==> src/design/pwt_pkg.sv <==
// ----------------------------------------------------------------------------
// pwt_pkg
// shared types, codes and helpers of the four-level page table walker
// ----------------------------------------------------------------------------
package pwt_pkg;

  localparam int LEVEL_ENTRIES = 512;
  localparam int IDX_W         = $clog2(LEVEL_ENTRIES);
  localparam int QUEUE_DEPTH   = 2;

  // item modes
  localparam logic [1:0] MODE_WRITE     = 2'd0;
  localparam logic [1:0] MODE_TRANSLATE = 2'd1;
  localparam logic [1:0] MODE_UNMAP     = 2'd2;
  localparam logic [1:0] MODE_MAP       = 2'd3;

  // result status codes
  localparam logic [2:0] ST_OK         = 3'd0;
  localparam logic [2:0] ST_ABSENT     = 3'd1;
  localparam logic [2:0] ST_MISALIGNED = 3'd2;
  localparam logic [2:0] ST_CONFLICT   = 3'd3;
  localparam logic [2:0] ST_OUTSIDE    = 3'd4;

  // entry bits
  localparam int BIT_PRESENT = 0;
  localparam int BIT_LARGE   = 7;
  localparam int BIT_NX      = 63;

  // command kinds handed from front to back
  typedef enum logic [1:0] {
    OP_DONE  = 2'd0,  // status already known
    OP_WRITE = 2'd1,  // plain store write
    OP_WALK  = 2'd2   // table walk
  } op_e;

  typedef struct packed {
    logic [1:0]  mode;
    logic [11:0] word_index;
    logic [63:0] word_value;
    logic [63:0] virt_addr;
    logic [51:0] phys_addr;
    logic [11:0] page_flags;
    logic        no_execute;
  } pwt_req_t;

  typedef struct packed {
    logic [2:0]  status;
    logic [51:0] phys_out;
    logic        large_page;
  } pwt_res_t;

  typedef struct packed {
    op_e         op;
    logic [1:0]  mode;
    logic [2:0]  status;     // for OP_DONE
    logic [11:0] word_index; // for OP_WRITE
    logic [63:0] data;       // write value or new page entry
    logic [47:0] va;
    logic [39:0] root_page;  // root table base bits 51:12
  } pwt_cmd_t;

  // 9-bit table index of the walk level
  function automatic logic [IDX_W-1:0] level_idx(input logic [47:0] va,
                                                 input logic [1:0]  lvl);
    logic [IDX_W-1:0] idx;
    unique case (lvl)
      2'd0:    idx = va[47:39];
      2'd1:    idx = va[38:30];
      2'd2:    idx = va[29:21];
      default: idx = va[20:12];
    endcase
    return idx;
  endfunction

endpackage

==> src/design/pwt_front.sv <==
// ----------------------------------------------------------------------------
// pwt_front
// classifies an accepted item into a command for the walk engine
// ----------------------------------------------------------------------------
module pwt_front #(
  parameter int TABLE_WORDS = 4096
) (
  input  pwt_pkg::pwt_req_t req_i,
  input  logic [51:0]       root_base_i,
  output pwt_pkg::pwt_cmd_t cmd_o
);
  import pwt_pkg::*;

  logic misaligned;
  logic idx_inside;

  assign misaligned = (req_i.virt_addr[11:0] != 12'd0) || (req_i.phys_addr[11:0] != 12'd0);
  assign idx_inside = 17'(req_i.word_index) < 17'(TABLE_WORDS);

  always_comb begin
    cmd_o            = '0;
    cmd_o.mode       = req_i.mode;
    cmd_o.word_index = req_i.word_index;
    cmd_o.va         = req_i.virt_addr[47:0];
    cmd_o.root_page  = root_base_i[51:12];
    cmd_o.status     = ST_OK;
    if (req_i.mode == MODE_MAP) begin
      cmd_o.data = {req_i.no_execute, 11'd0, req_i.phys_addr[51:12], req_i.page_flags};
      cmd_o.data[BIT_PRESENT] = 1'b1;
    end else begin
      cmd_o.data = req_i.word_value;
    end
    priority if (req_i.mode == MODE_WRITE) begin
      cmd_o.op     = idx_inside ? OP_WRITE : OP_DONE;
      cmd_o.status = idx_inside ? ST_OK : ST_OUTSIDE;
    end else if (req_i.mode == MODE_MAP && misaligned) begin
      cmd_o.op     = OP_DONE;
      cmd_o.status = ST_MISALIGNED;
    end else if (root_base_i == 52'd0) begin
      cmd_o.op     = OP_DONE;
      cmd_o.status = ST_ABSENT;
    end else begin
      cmd_o.op = OP_WALK;
    end
  end

endmodule

==> config.mk <==
export PLATFORM = sky130hd
export DESIGN_NAME = pwt_front
export DESIGN_NICKNAME = d
export VERILOG_FILES = /design/src/design/pwt_pkg.sv /design/src/design/pwt_front.sv
export SDC_FILE = /design/constraint.sdc
export NUM_CORES = 1
export LEC_CHECK = 0
export BUFFER_PORTS_ARGS = -buffer_cell sky130_fd_sc_hd__clkbuf_2
export CORE_AREA = 2 2 166 168
export DETAILED_ROUTE_END_ITERATION = 8
export DIE_AREA = 0 0 168 170
export PLACE_DENSITY = 0.41
export SETUP_SLACK_MARGIN = 0.5
export SLEW_MARGIN = 15
export SYNTH_ARGS = -nofsm -noshare
export SYNTH_HDL_FRONTEND = slang
export SYNTH_SLANG_ARGS = --single-unit
==> constraint.sdc <==
create_clock -name vclk -period 1.37
set_input_delay 0.137 -clock vclk [all_inputs]
set_output_delay 0.137 -clock vclk [all_outputs]
set_load 0.05 [all_outputs]
==> metrics.md <==
| Metric | Value |
|---|---|
| Layout Cell Area excl Fill | 0.005465 mm^2 |
| Achievable Freq | 0.5934 GHz |
| CP bufs+invs | 3 |
| Internal Power | 0.001297 W |
| Data arrival time of the critical path | 1.55 ns |
| Cells taking the most area after synthesis | sky130_fd_sc_hd__buf_4 (46%), sky130_fd_sc_hd__mux2_2 (35%), sky130_fd_sc_hd__nor4_1 (6.7%), sky130_fd_sc_hd__and2_1 (4.1%), sky130_fd_sc_hd__buf_2 (1.8%) |
| Routed Antenna Nets | 0 |
| Number of sequential cells in the layout | 0 |
| DP HPWL | 8.539 mm |
| Synthesized area divided by synthesized cell count | 8.148 um^2 |
| Worst hold margin | 0.2740 ns |
| Endpoint required time on the critical path | 1.23 ns |
| Vias after detailed routing | 2473 |
| Area post-placement | 0.003638 mm^2 |
| Kind of end point of the critical path | output pin |
| Synth warnings | 0 |
| Dominant cell type by count on the critical path | sky130_fd_sc_hd__nor4_4 |
| CP Cell Sequence | buf_6 > nor4_4 > nand3_1 > buf_4 > nor4_4 > nor3b_4 > buf_12 |
| Number of fillers in the final layout | 2838 |
| Number of primary I/O pins | 430 |
| Final #Nets | 738 |
| Cell count after placement | 797 |
| Library cell with the largest summed area after synthesis | sky130_fd_sc_hd__buf_4 |
| Final-report max-slew violation count | 0 |
| Commonest cells in the netlist | sky130_fd_sc_hd__buf_4 (103), sky130_fd_sc_hd__mux2_2 (52), sky130_fd_sc_hd__nor4_1 (18), sky130_fd_sc_hd__and2_1 (11), sky130_fd_sc_hd__buf_2 (6) |
| Final antenna diode count | 0 |
| Total of clock buffers placed in the layout | 0 |
| Pre-CTS setup slack | -0.7929 ns |
| Die Y-Extent | 170 um |
| Total routing resource utilization after global routing | 6.907% |
| Maximum VDD drop | 0.1812 mV |
| Min cycle time layout | 1.685 ns |
| Routed len/inst | 13.37 um |
| Overflow left after global routing | 0 |
| P&R area growth vs syn | 227.2% |
| Portion of total power attributed to sequential cells | 0% |
| Number of endpoints with negative hold slack in the final report | 0 |
| RSZ-0062 raised after global routing | true |
| Part of the power in the clock network | 0% |
| Status | complete, but fails checks |
| Number of cell rows | 60 |
| Vias in the first global route | 2557 |
| Routed via count divided by cell count | 3.023 |
| Cell leakage power | 2.871 nW |
| Initial antenna violation count | 0 |
| Area of the core | 0.02665 mm^2 |
| Max-capacitance violation count | 0 |
| Type of origin of the critical path | primary input |
| Violations in the final reports | negative setup slack |
| Residual DRC count | 0 |
| Share of the clock period used by the worst path | 123.0% |
| Sw power | 0.001322 W |
| Power per cell area | 479.2 mW/mm^2 |
| Buffers on Ports | 316 |
| Horizontal die dimension | 168 um |
| Sequential-to-total area share from yosys stat | 0% |
| Pin count of the biggest net entering global routing | 8 |
| Maximum fanout along the worst path | 2 |
| Post-route insts no fill | 818 |
| Synthesized area | 0.001670 mm^2 |
| Instance count of the mapped netlist | 205 |
| # setup viols final | 3 |
| Die area | 0.02856 mm^2 |
| Proportion of netlist area held by the largest area contributor | 46.29% |
| Starting utilization of the core area | 6.268% |
| Net Sw Frac | 50.47% |
| Logic pwr share | 100.0% |
| Fraction of final layout cells sized beyond drive strength 1 | 97.90% |
| Dominant cell by count in the synthesized netlist | sky130_fd_sc_hd__buf_4 |
| DRC marker count from the first detailed-route iteration | 39 |
| Delay of the slowest critical-path stage | 0.32 ns |
| Router iterations before antenna repair | 3 |
| Netlist cell types | 17 |
| Worst setup path category | primary input to output pin |
| Routed WL | 10.94 mm |
| Routability cong. | 0.7268 |
| Crit path setup slack, layout | -0.3151 ns |
| Area taken by flip-flops and latches | 0 um^2 |
| First-pass GRT wire length | 15.01 mm |
| Post-Synthesis Net Count | 464 |
| Critical path's slowest cell | sky130_fd_sc_hd__nor3b_4 |
| Type of the tightest min-delay check | primary input to output pin |
| Dominant delay contributor by cell family on the critical path | simple AND/OR/NAND/NOR gates |
## per-layer routing
metal / vias up / share of wire [%] / track usage (%)
met3: 0 / 12 / 2.581
met4: 0 / 0 / 0
met5: - / 0 / 0
met1: 1083 / 34 / 7.172
met2: 225 / 54 / 13.91
li1: 1165 / - / -
## power by group through the flow
stage                     clock [W]  sequential [W]  combinational (W)
final                             0               0            0.00262
after global routing              0               0            0.00271
after CTS                         0               0            0.00259
after detailed placement          0               0            0.00186
after global placement            0               0            0.00186
after floorplan                   0               0            0.00171
## what timing repair did
item	in CTS	in global routing
cloned	3	0
setup endpoints to repair	69	68
resized for setup	239	26
buffers inserted	15	3
hold buffers	0	0
pin swaps	17	8
## kinds of logic (layout without fill, tap and decap cells)
family / Yosys count / in the layout / synth area share (%)
buffers and inverters: 110 / 380 / 48.31
multiplexers: 52 / 52 / 35.06
AND/OR/NAND/NOR: 41 / 43 / 16.03
other: 1 / 1 / 0.2245
AO/OA/AOI/OAI: 1 / 1 / 0.3748
## path summary, 6_finish.rpt
| kind | from | end | slack [ns] | cells after the start |
|---|---|---|---|---|
| worst max-delay path | root_base_i[33] | cmd_o[164] | -0.32 | 7 |
| worst min-delay path | req_i[110] | cmd_o[85] | 0.27 | 0 |
## layout by cell type, fill, tap and decap left out, types with 2 or more instances in the layout
| cell | n |
|---|---|
| sky130_fd_sc_hd__nand4_1 | 2 |
| sky130_fd_sc_hd__nand2_8 | 3 |
| sky130_fd_sc_hd__buf_12 | 12 |
| sky130_fd_sc_hd__nor4_4 | 7 |
| sky130_fd_sc_hd__nor4_2 | 8 |
| sky130_fd_sc_hd__buf_4 | 30 |
| sky130_fd_sc_hd__buf_6 | 26 |
| sky130_fd_sc_hd__buf_8 | 4 |
| sky130_fd_sc_hd__clkbuf_2 | 241 |
| sky130_fd_sc_hd__nor4_1 | 5 |
| sky130_fd_sc_hd__clkbuf_16 | 66 |
| sky130_fd_sc_hd__and2_4 | 11 |
| sky130_fd_sc_hd__mux2_4 | 52 |
## metrics by stage
stage	setup TNS [ns]	utilization (%)	power [W]
floorplan	-0.2950	-	0.001712
global placement	-1.817	13.65	0.001862
detailed placement	-1.900	13.65	0.001861
CTS	-0.8132	20.11	0.002590
global route	-1.021	20.51	0.002714
finish	-0.7376	20.51	0.002619
## cell type report
| class | count | area, um^2 | area share (%) |
|---|---|---|---|
| repair buffers | 380 | 3704 | 67.77 |
| multi-input cells | 97 | 1335 | 24.43 |
| well taps | 341 | 426.7 | 7.807 |
No activity file was read; power rests on OpenSTA's default activity.
