### src/design/pwt_pkg.sv
// ----------------------------------------------------------------------------
// pwt_pkg
// shared types, codes and helpers of the four-level page table walker
// ----------------------------------------------------------------------------
package pwt_pkg;

  localparam int LEVEL_ENTRIES = 512;
  localparam int IDX_W         = $clog2(LEVEL_ENTRIES);
  localparam int QUEUE_DEPTH   = 2;

  // item modes
  localparam logic [1:0] MODE_WRITE     = 2'd0;
  localparam logic [1:0] MODE_TRANSLATE = 2'd1;
  localparam logic [1:0] MODE_UNMAP     = 2'd2;
  localparam logic [1:0] MODE_MAP       = 2'd3;

  // result status codes
  localparam logic [2:0] ST_OK         = 3'd0;
  localparam logic [2:0] ST_ABSENT     = 3'd1;
  localparam logic [2:0] ST_MISALIGNED = 3'd2;
  localparam logic [2:0] ST_CONFLICT   = 3'd3;
  localparam logic [2:0] ST_OUTSIDE    = 3'd4;

  // entry bits
  localparam int BIT_PRESENT = 0;
  localparam int BIT_LARGE   = 7;
  localparam int BIT_NX      = 63;

  // command kinds handed from front to back
  typedef enum logic [1:0] {
    OP_DONE  = 2'd0,  // status already known
    OP_WRITE = 2'd1,  // plain store write
    OP_WALK  = 2'd2   // table walk
  } op_e;

  typedef struct packed {
    logic [1:0]  mode;
    logic [11:0] word_index;
    logic [63:0] word_value;
    logic [63:0] virt_addr;
    logic [51:0] phys_addr;
    logic [11:0] page_flags;
    logic        no_execute;
  } pwt_req_t;

  typedef struct packed {
    logic [2:0]  status;
    logic [51:0] phys_out;
    logic        large_page;
  } pwt_res_t;

  typedef struct packed {
    op_e         op;
    logic [1:0]  mode;
    logic [2:0]  status;     // for OP_DONE
    logic [11:0] word_index; // for OP_WRITE
    logic [63:0] data;       // write value or new page entry
    logic [47:0] va;
    logic [39:0] root_page;  // root table base bits 51:12
  } pwt_cmd_t;

  // 9-bit table index of the walk level
  function automatic logic [IDX_W-1:0] level_idx(input logic [47:0] va,
                                                 input logic [1:0]  lvl);
    logic [IDX_W-1:0] idx;
    unique case (lvl)
      2'd0:    idx = va[47:39];
      2'd1:    idx = va[38:30];
      2'd2:    idx = va[29:21];
      default: idx = va[20:12];
    endcase
    return idx;
  endfunction

endpackage

### src/design/pwt_queue.sv
// ----------------------------------------------------------------------------
// pwt_queue
// short command queue between front and walk engine
// ----------------------------------------------------------------------------
module pwt_queue (
  input  logic              clk_i,
  input  logic              rst_ni,
  input  logic              push_i,
  input  pwt_pkg::pwt_cmd_t cmd_i,
  input  logic              pop_i,
  output pwt_pkg::pwt_cmd_t cmd_o,
  output logic              empty_o,
  output logic              full_o
);
  import pwt_pkg::*;

  localparam int PTR_W = $clog2(QUEUE_DEPTH);
  localparam int CNT_W = $clog2(QUEUE_DEPTH + 1);

  pwt_cmd_t          entries_q [QUEUE_DEPTH];
  logic [PTR_W-1:0]  wr_ptr_q, wr_ptr_d;
  logic [PTR_W-1:0]  rd_ptr_q, rd_ptr_d;
  logic [CNT_W-1:0]  count_q, count_d;

  assign empty_o = (count_q == '0);
  assign full_o  = (count_q == CNT_W'(QUEUE_DEPTH));
  assign cmd_o   = entries_q[rd_ptr_q];

  always_comb begin
    wr_ptr_d = push_i ? wr_ptr_q + 1'b1 : wr_ptr_q;
    rd_ptr_d = pop_i  ? rd_ptr_q + 1'b1 : rd_ptr_q;
    count_d  = count_q;
    if (push_i && !pop_i) begin
      count_d = count_q + 1'b1;
    end else if (pop_i && !push_i) begin
      count_d = count_q - 1'b1;
    end
  end

  always_ff @(posedge clk_i or negedge rst_ni) begin
    if (!rst_ni) begin
      wr_ptr_q <= '0;
      rd_ptr_q <= '0;
      count_q  <= '0;
    end else begin
      wr_ptr_q <= wr_ptr_d;
      rd_ptr_q <= rd_ptr_d;
      count_q  <= count_d;
    end
  end

  always_ff @(posedge clk_i) begin
    if (push_i) begin
      entries_q[wr_ptr_q] <= cmd_i;
    end
  end

endmodule

### config.mk
export PLATFORM = sky130hd
export DESIGN_NAME = pwt_queue
export DESIGN_NICKNAME = d
export VERILOG_FILES = /design/src/design/pwt_pkg.sv /design/src/design/pwt_queue.sv
export SDC_FILE = /design/constraint.sdc
export NUM_CORES = 1
export LEC_CHECK = 0
export BUFFER_PORTS_ARGS = -buffer_cell sky130_fd_sc_hd__buf_2
export CAP_MARGIN = 25
export CORE_AREA = 5 5 182 149
export DETAILED_ROUTE_END_ITERATION = 6
export DIE_AREA = 0 0 187 154
export PLACE_DENSITY_LB_ADDON = 0.25
export SLEW_MARGIN = 20
export SYNTH_ARGS = -nofsm -noshare
export SYNTH_HDL_FRONTEND = slang
export SYNTH_SLANG_ARGS = --single-unit
### constraint.sdc
create_clock -name clk_i -period 11.67 [get_ports clk_i]
set_clock_uncertainty 0.2 [all_clocks]
set_input_delay 2.334 -clock clk_i [delete_from_list [all_inputs] [get_ports clk_i]]
set_output_delay 2.334 -clock clk_i [all_outputs]
set_load 0.03 [all_outputs]
==> metrics.log <==
[metrics] run status: finished clean
[metrics] worst max-slew margin expressed relative to the limit: 33.9%
[metrics] cts repair resizes: 0
[metrics] Placed Cells: 1206
[metrics] minimum period implied by the final worst setup slack: 5.58 ns
[metrics] endpoint kind of the worst setup timing path: primary output
[metrics] row cnt: 52
[metrics] type of element launching the critical path: flop
[metrics] cell taking the most area after synthesis: sky130_fd_sc_hd__edfxtp_1
[metrics] count of TritonRoute iterations in the first routing pass: 4
[metrics] layout overhead on the synthesized area: 24.4%
[metrics] CTS Hold Bufs: 0
[metrics] Final Hold Violating Endpoints: 0
[metrics] Routability Congestion: 0.791
[metrics] global-route congestion overflow total: 0
[metrics] required time of the critical path: 9.14 ns
[metrics] cell types occupying the most area after synthesis: sky130_fd_sc_hd__edfxtp_1 80%, sky130_fd_sc_hd__mux2_4 9.4%, sky130_fd_sc_hd__mux2_2 8.0%, sky130_fd_sc_hd__buf_6 0.88%, sky130_fd_sc_hd__dfrtp_1 0.78%
[metrics] remaining antenna violation count: 0
[metrics] DIE AREA: 28800 um^2
[metrics] depth of the most critical reg-to-reg path: 2
[metrics] number of nets in the synthesized netlist: 724
[metrics] Antenna diodes: 0
[metrics] transition at the pin with the smallest max-transition slack: 0.992 ns
[metrics] total power density per cell area: 268 nW/um^2
[metrics] later-pin clock latency in the skew report: 0.48 ns
[metrics] peak fanout along the critical path: 65
[metrics] vias in the first global route: 6697
[metrics] routed len/inst: 20.2 um
[metrics] synthesized instance count: 548
[metrics] 1st-iter DRT viols: 434
[metrics] count of cells along the worst hold path: 1
[metrics] total routed wirelength: 25.6 mm
[metrics] core area: 25000 um^2
[metrics] I/O pin count: 348
[metrics] Initial Util: 51.4%
[metrics] vias per std cell: 5.07
[metrics] number of different library cells in the post-synthesis netlist: 13
[metrics] die extent in y: 154 um
[metrics] leakage dissipation: 6.25 nW
[metrics] Buffers on Ports: 347
[metrics] hpwl dp: 17.7 mm
[metrics] Die X: 187 um
[metrics] count of non-filler cells in the finished layout: 1266
[metrics] crit path kind: flop to primary output
[metrics] buffer count from post-CTS setup fixing: 0
[metrics] CTS Buf Count: 34
[metrics] Synth Area per Inst: 23.4 um^2
[metrics] CTS root buffer: sky130_fd_sc_hd__clkbuf_16
[metrics] number of antenna violations at the first check in global routing: 5
[metrics] H-tree Lvls: 2
[metrics] period utilisation layout: 47.8%
[metrics] routed via count: 6414
[metrics] Highest Clock Rate: 179 MHz
[metrics] total global-route track usage: 17.0%
[metrics] Post-Syn Area: 12800 um^2
[metrics] total negative setup slack: 0 ns
[metrics] max-slew violation total from the final report: 0
[metrics] number of setup violations in the final report: 0
[metrics] wire length of the first global-routing pass: 38.0 mm
[metrics] Hold/Removal Path Class: flop to flop
[metrics] share of final-layout standard cells stronger than drive strength 1: 60.7%
[metrics] data arrival time at the worst-slack endpoint: 3.05 ns
[metrics] setup repair after global routing missed its margin: false
[metrics] maximum number of pins on one net before global-route repair: 80
[metrics] DRC violation count after routing: 0
[metrics] maximum clock path buffer count: 3
[metrics] clk sink count: 346
[metrics] most frequent cells in the layout: 347 x sky130_fd_sc_hd__buf_2, 342 x sky130_fd_sc_hd__edfxtp_1, 91 x sky130_fd_sc_hd__mux2_2, 80 x sky130_fd_sc_hd__mux2_4, 37 x sky130_fd_sc_hd__clkbuf_16
[metrics] Warnings, synthesis: 0
[metrics] sequential area share after synthesis: 80.8%
[metrics] most frequent standard cell in the layout excluding fill and tap cells: sky130_fd_sc_hd__buf_2
[metrics] number of nets in the layout: 1096
[metrics] highest ir drop seen on vdd: 0.163 mV
[metrics] Seq cells post-synth: 346
[metrics] TritonCTS clock tree: yes
[metrics] share of Yosys cell area claimed by the top area cell type: 80.0%
[metrics] clock slew at the register clock pins of the worst setup and hold paths: 0.06 ns
[metrics] max_cap viols: 0
[metal layers]
layer  GRT usage, %  share of wire (%)  routed length, um  vias up
met3           6.23                8.7               2230       49
li1               -                  -                  -     2925
met5              0               0.24                 62        -
met4           3.94                1.7                442       10
met2           28.4                 49              12500      285
met1           21.5                 41              10400     3145
[cell families after synthesis]
family / after synthesis / share of synthesized area (%)
flops: 346 / 80.8
mux: 171 / 17.3
fa+ha+maj: 1 / 0.0974
buf+inv: 20 / 1.26
xor+xnor: 5 / 0.341
simple gates: 5 / 0.205
[critical path: stages (launching register included)]
cell	delay, ns
sky130_fd_sc_hd__dfrtp_4	1.04
sky130_fd_sc_hd__buf_4	0.85
sky130_fd_sc_hd__mux2_2	0.43
sky130_fd_sc_hd__buf_2	0.18
[flip-flops by register name (all words and copies together) (netlist names)]
| signal | count |
|---|---|
| count_q | 2 |
| entries_q | 342 |
| rd_ptr_q | 1 |
| wr_ptr_q | 1 |
[through the flow]
step | util (%) | cell area (um^2) | power [mW] | hold slack [ns] | worst slack, ns
floorplan | - | 12800 | 2.96 | 0.255 | 1.03
global placement | 59.6 | 14900 | 3.29 | 0.273 | 6.59
detailed placement | 59.6 | 14900 | 3.30 | 0.284 | 6.56
CTS | 63.8 | 15900 | 4.32 | 0.299 | 6.02
global route | 63.9 | 16000 | 4.46 | 0.313 | 5.92
finish | 63.9 | 16000 | 4.28 | 0.294 | 6.09
[synthesized netlist by cell type]
library cell	count
sky130_fd_sc_hd__dfrtp_1	4
sky130_fd_sc_hd__buf_2	9
sky130_fd_sc_hd__mux2_4	80
sky130_fd_sc_hd__xnor2_1	1
sky130_fd_sc_hd__xor2_1	4
sky130_fd_sc_hd__edfxtp_1	342
sky130_fd_sc_hd__nor2b_1	2
sky130_fd_sc_hd__ha_1	1
sky130_fd_sc_hd__mux2_2	91
sky130_fd_sc_hd__buf_6	10
sky130_fd_sc_hd__inv_1	1
sky130_fd_sc_hd__nor2_1	2
sky130_fd_sc_hd__and2_1	1
[where the power goes]
group	internal, mW	leakage, nW	total [mW]	switching (mW)
registers	1.65	3.26	1.75	0.103
clock network	0.602	0.513	1.01	0.410
logic	0.560	2.48	1.51	0.950
[worst paths after layout]
| path | startpoint | to | slack [ns] |
|---|---|---|---|
| setup / recovery | rd_ptr_q | cmd_o[143] | 6.09 |
| hold / removal | count_q[1] | count_q[1] | 0.29 |
| setup reg to reg | wr_ptr_q | entries_q[0][126] | 9.21 |
| hold reg to reg | count_q[1] | count_q[1] | 0.29 |
| max in group asynchronous | rst_ni | rd_ptr_q | 9.67 |
| min in group asynchronous | rst_ni | count_q[1] | 1.45 |
[area by class of cell]
| type | instances | area (um^2) |
|---|---|---|
| Sequential cell | 346 | 10400 |
| Fill cell | 1809 | 9010 |
| Multi-Input combinational cell | 182 | 2320 |
| Timing Repair Buffer | 355 | 1830 |
| Clock buffer | 47 | 973 |
| Tap cell | 324 | 405 |
| Clock inverter | 11 | 72.6 |
| Inverter | 1 | 3.75 |
(Power assumes the default switching activity.)
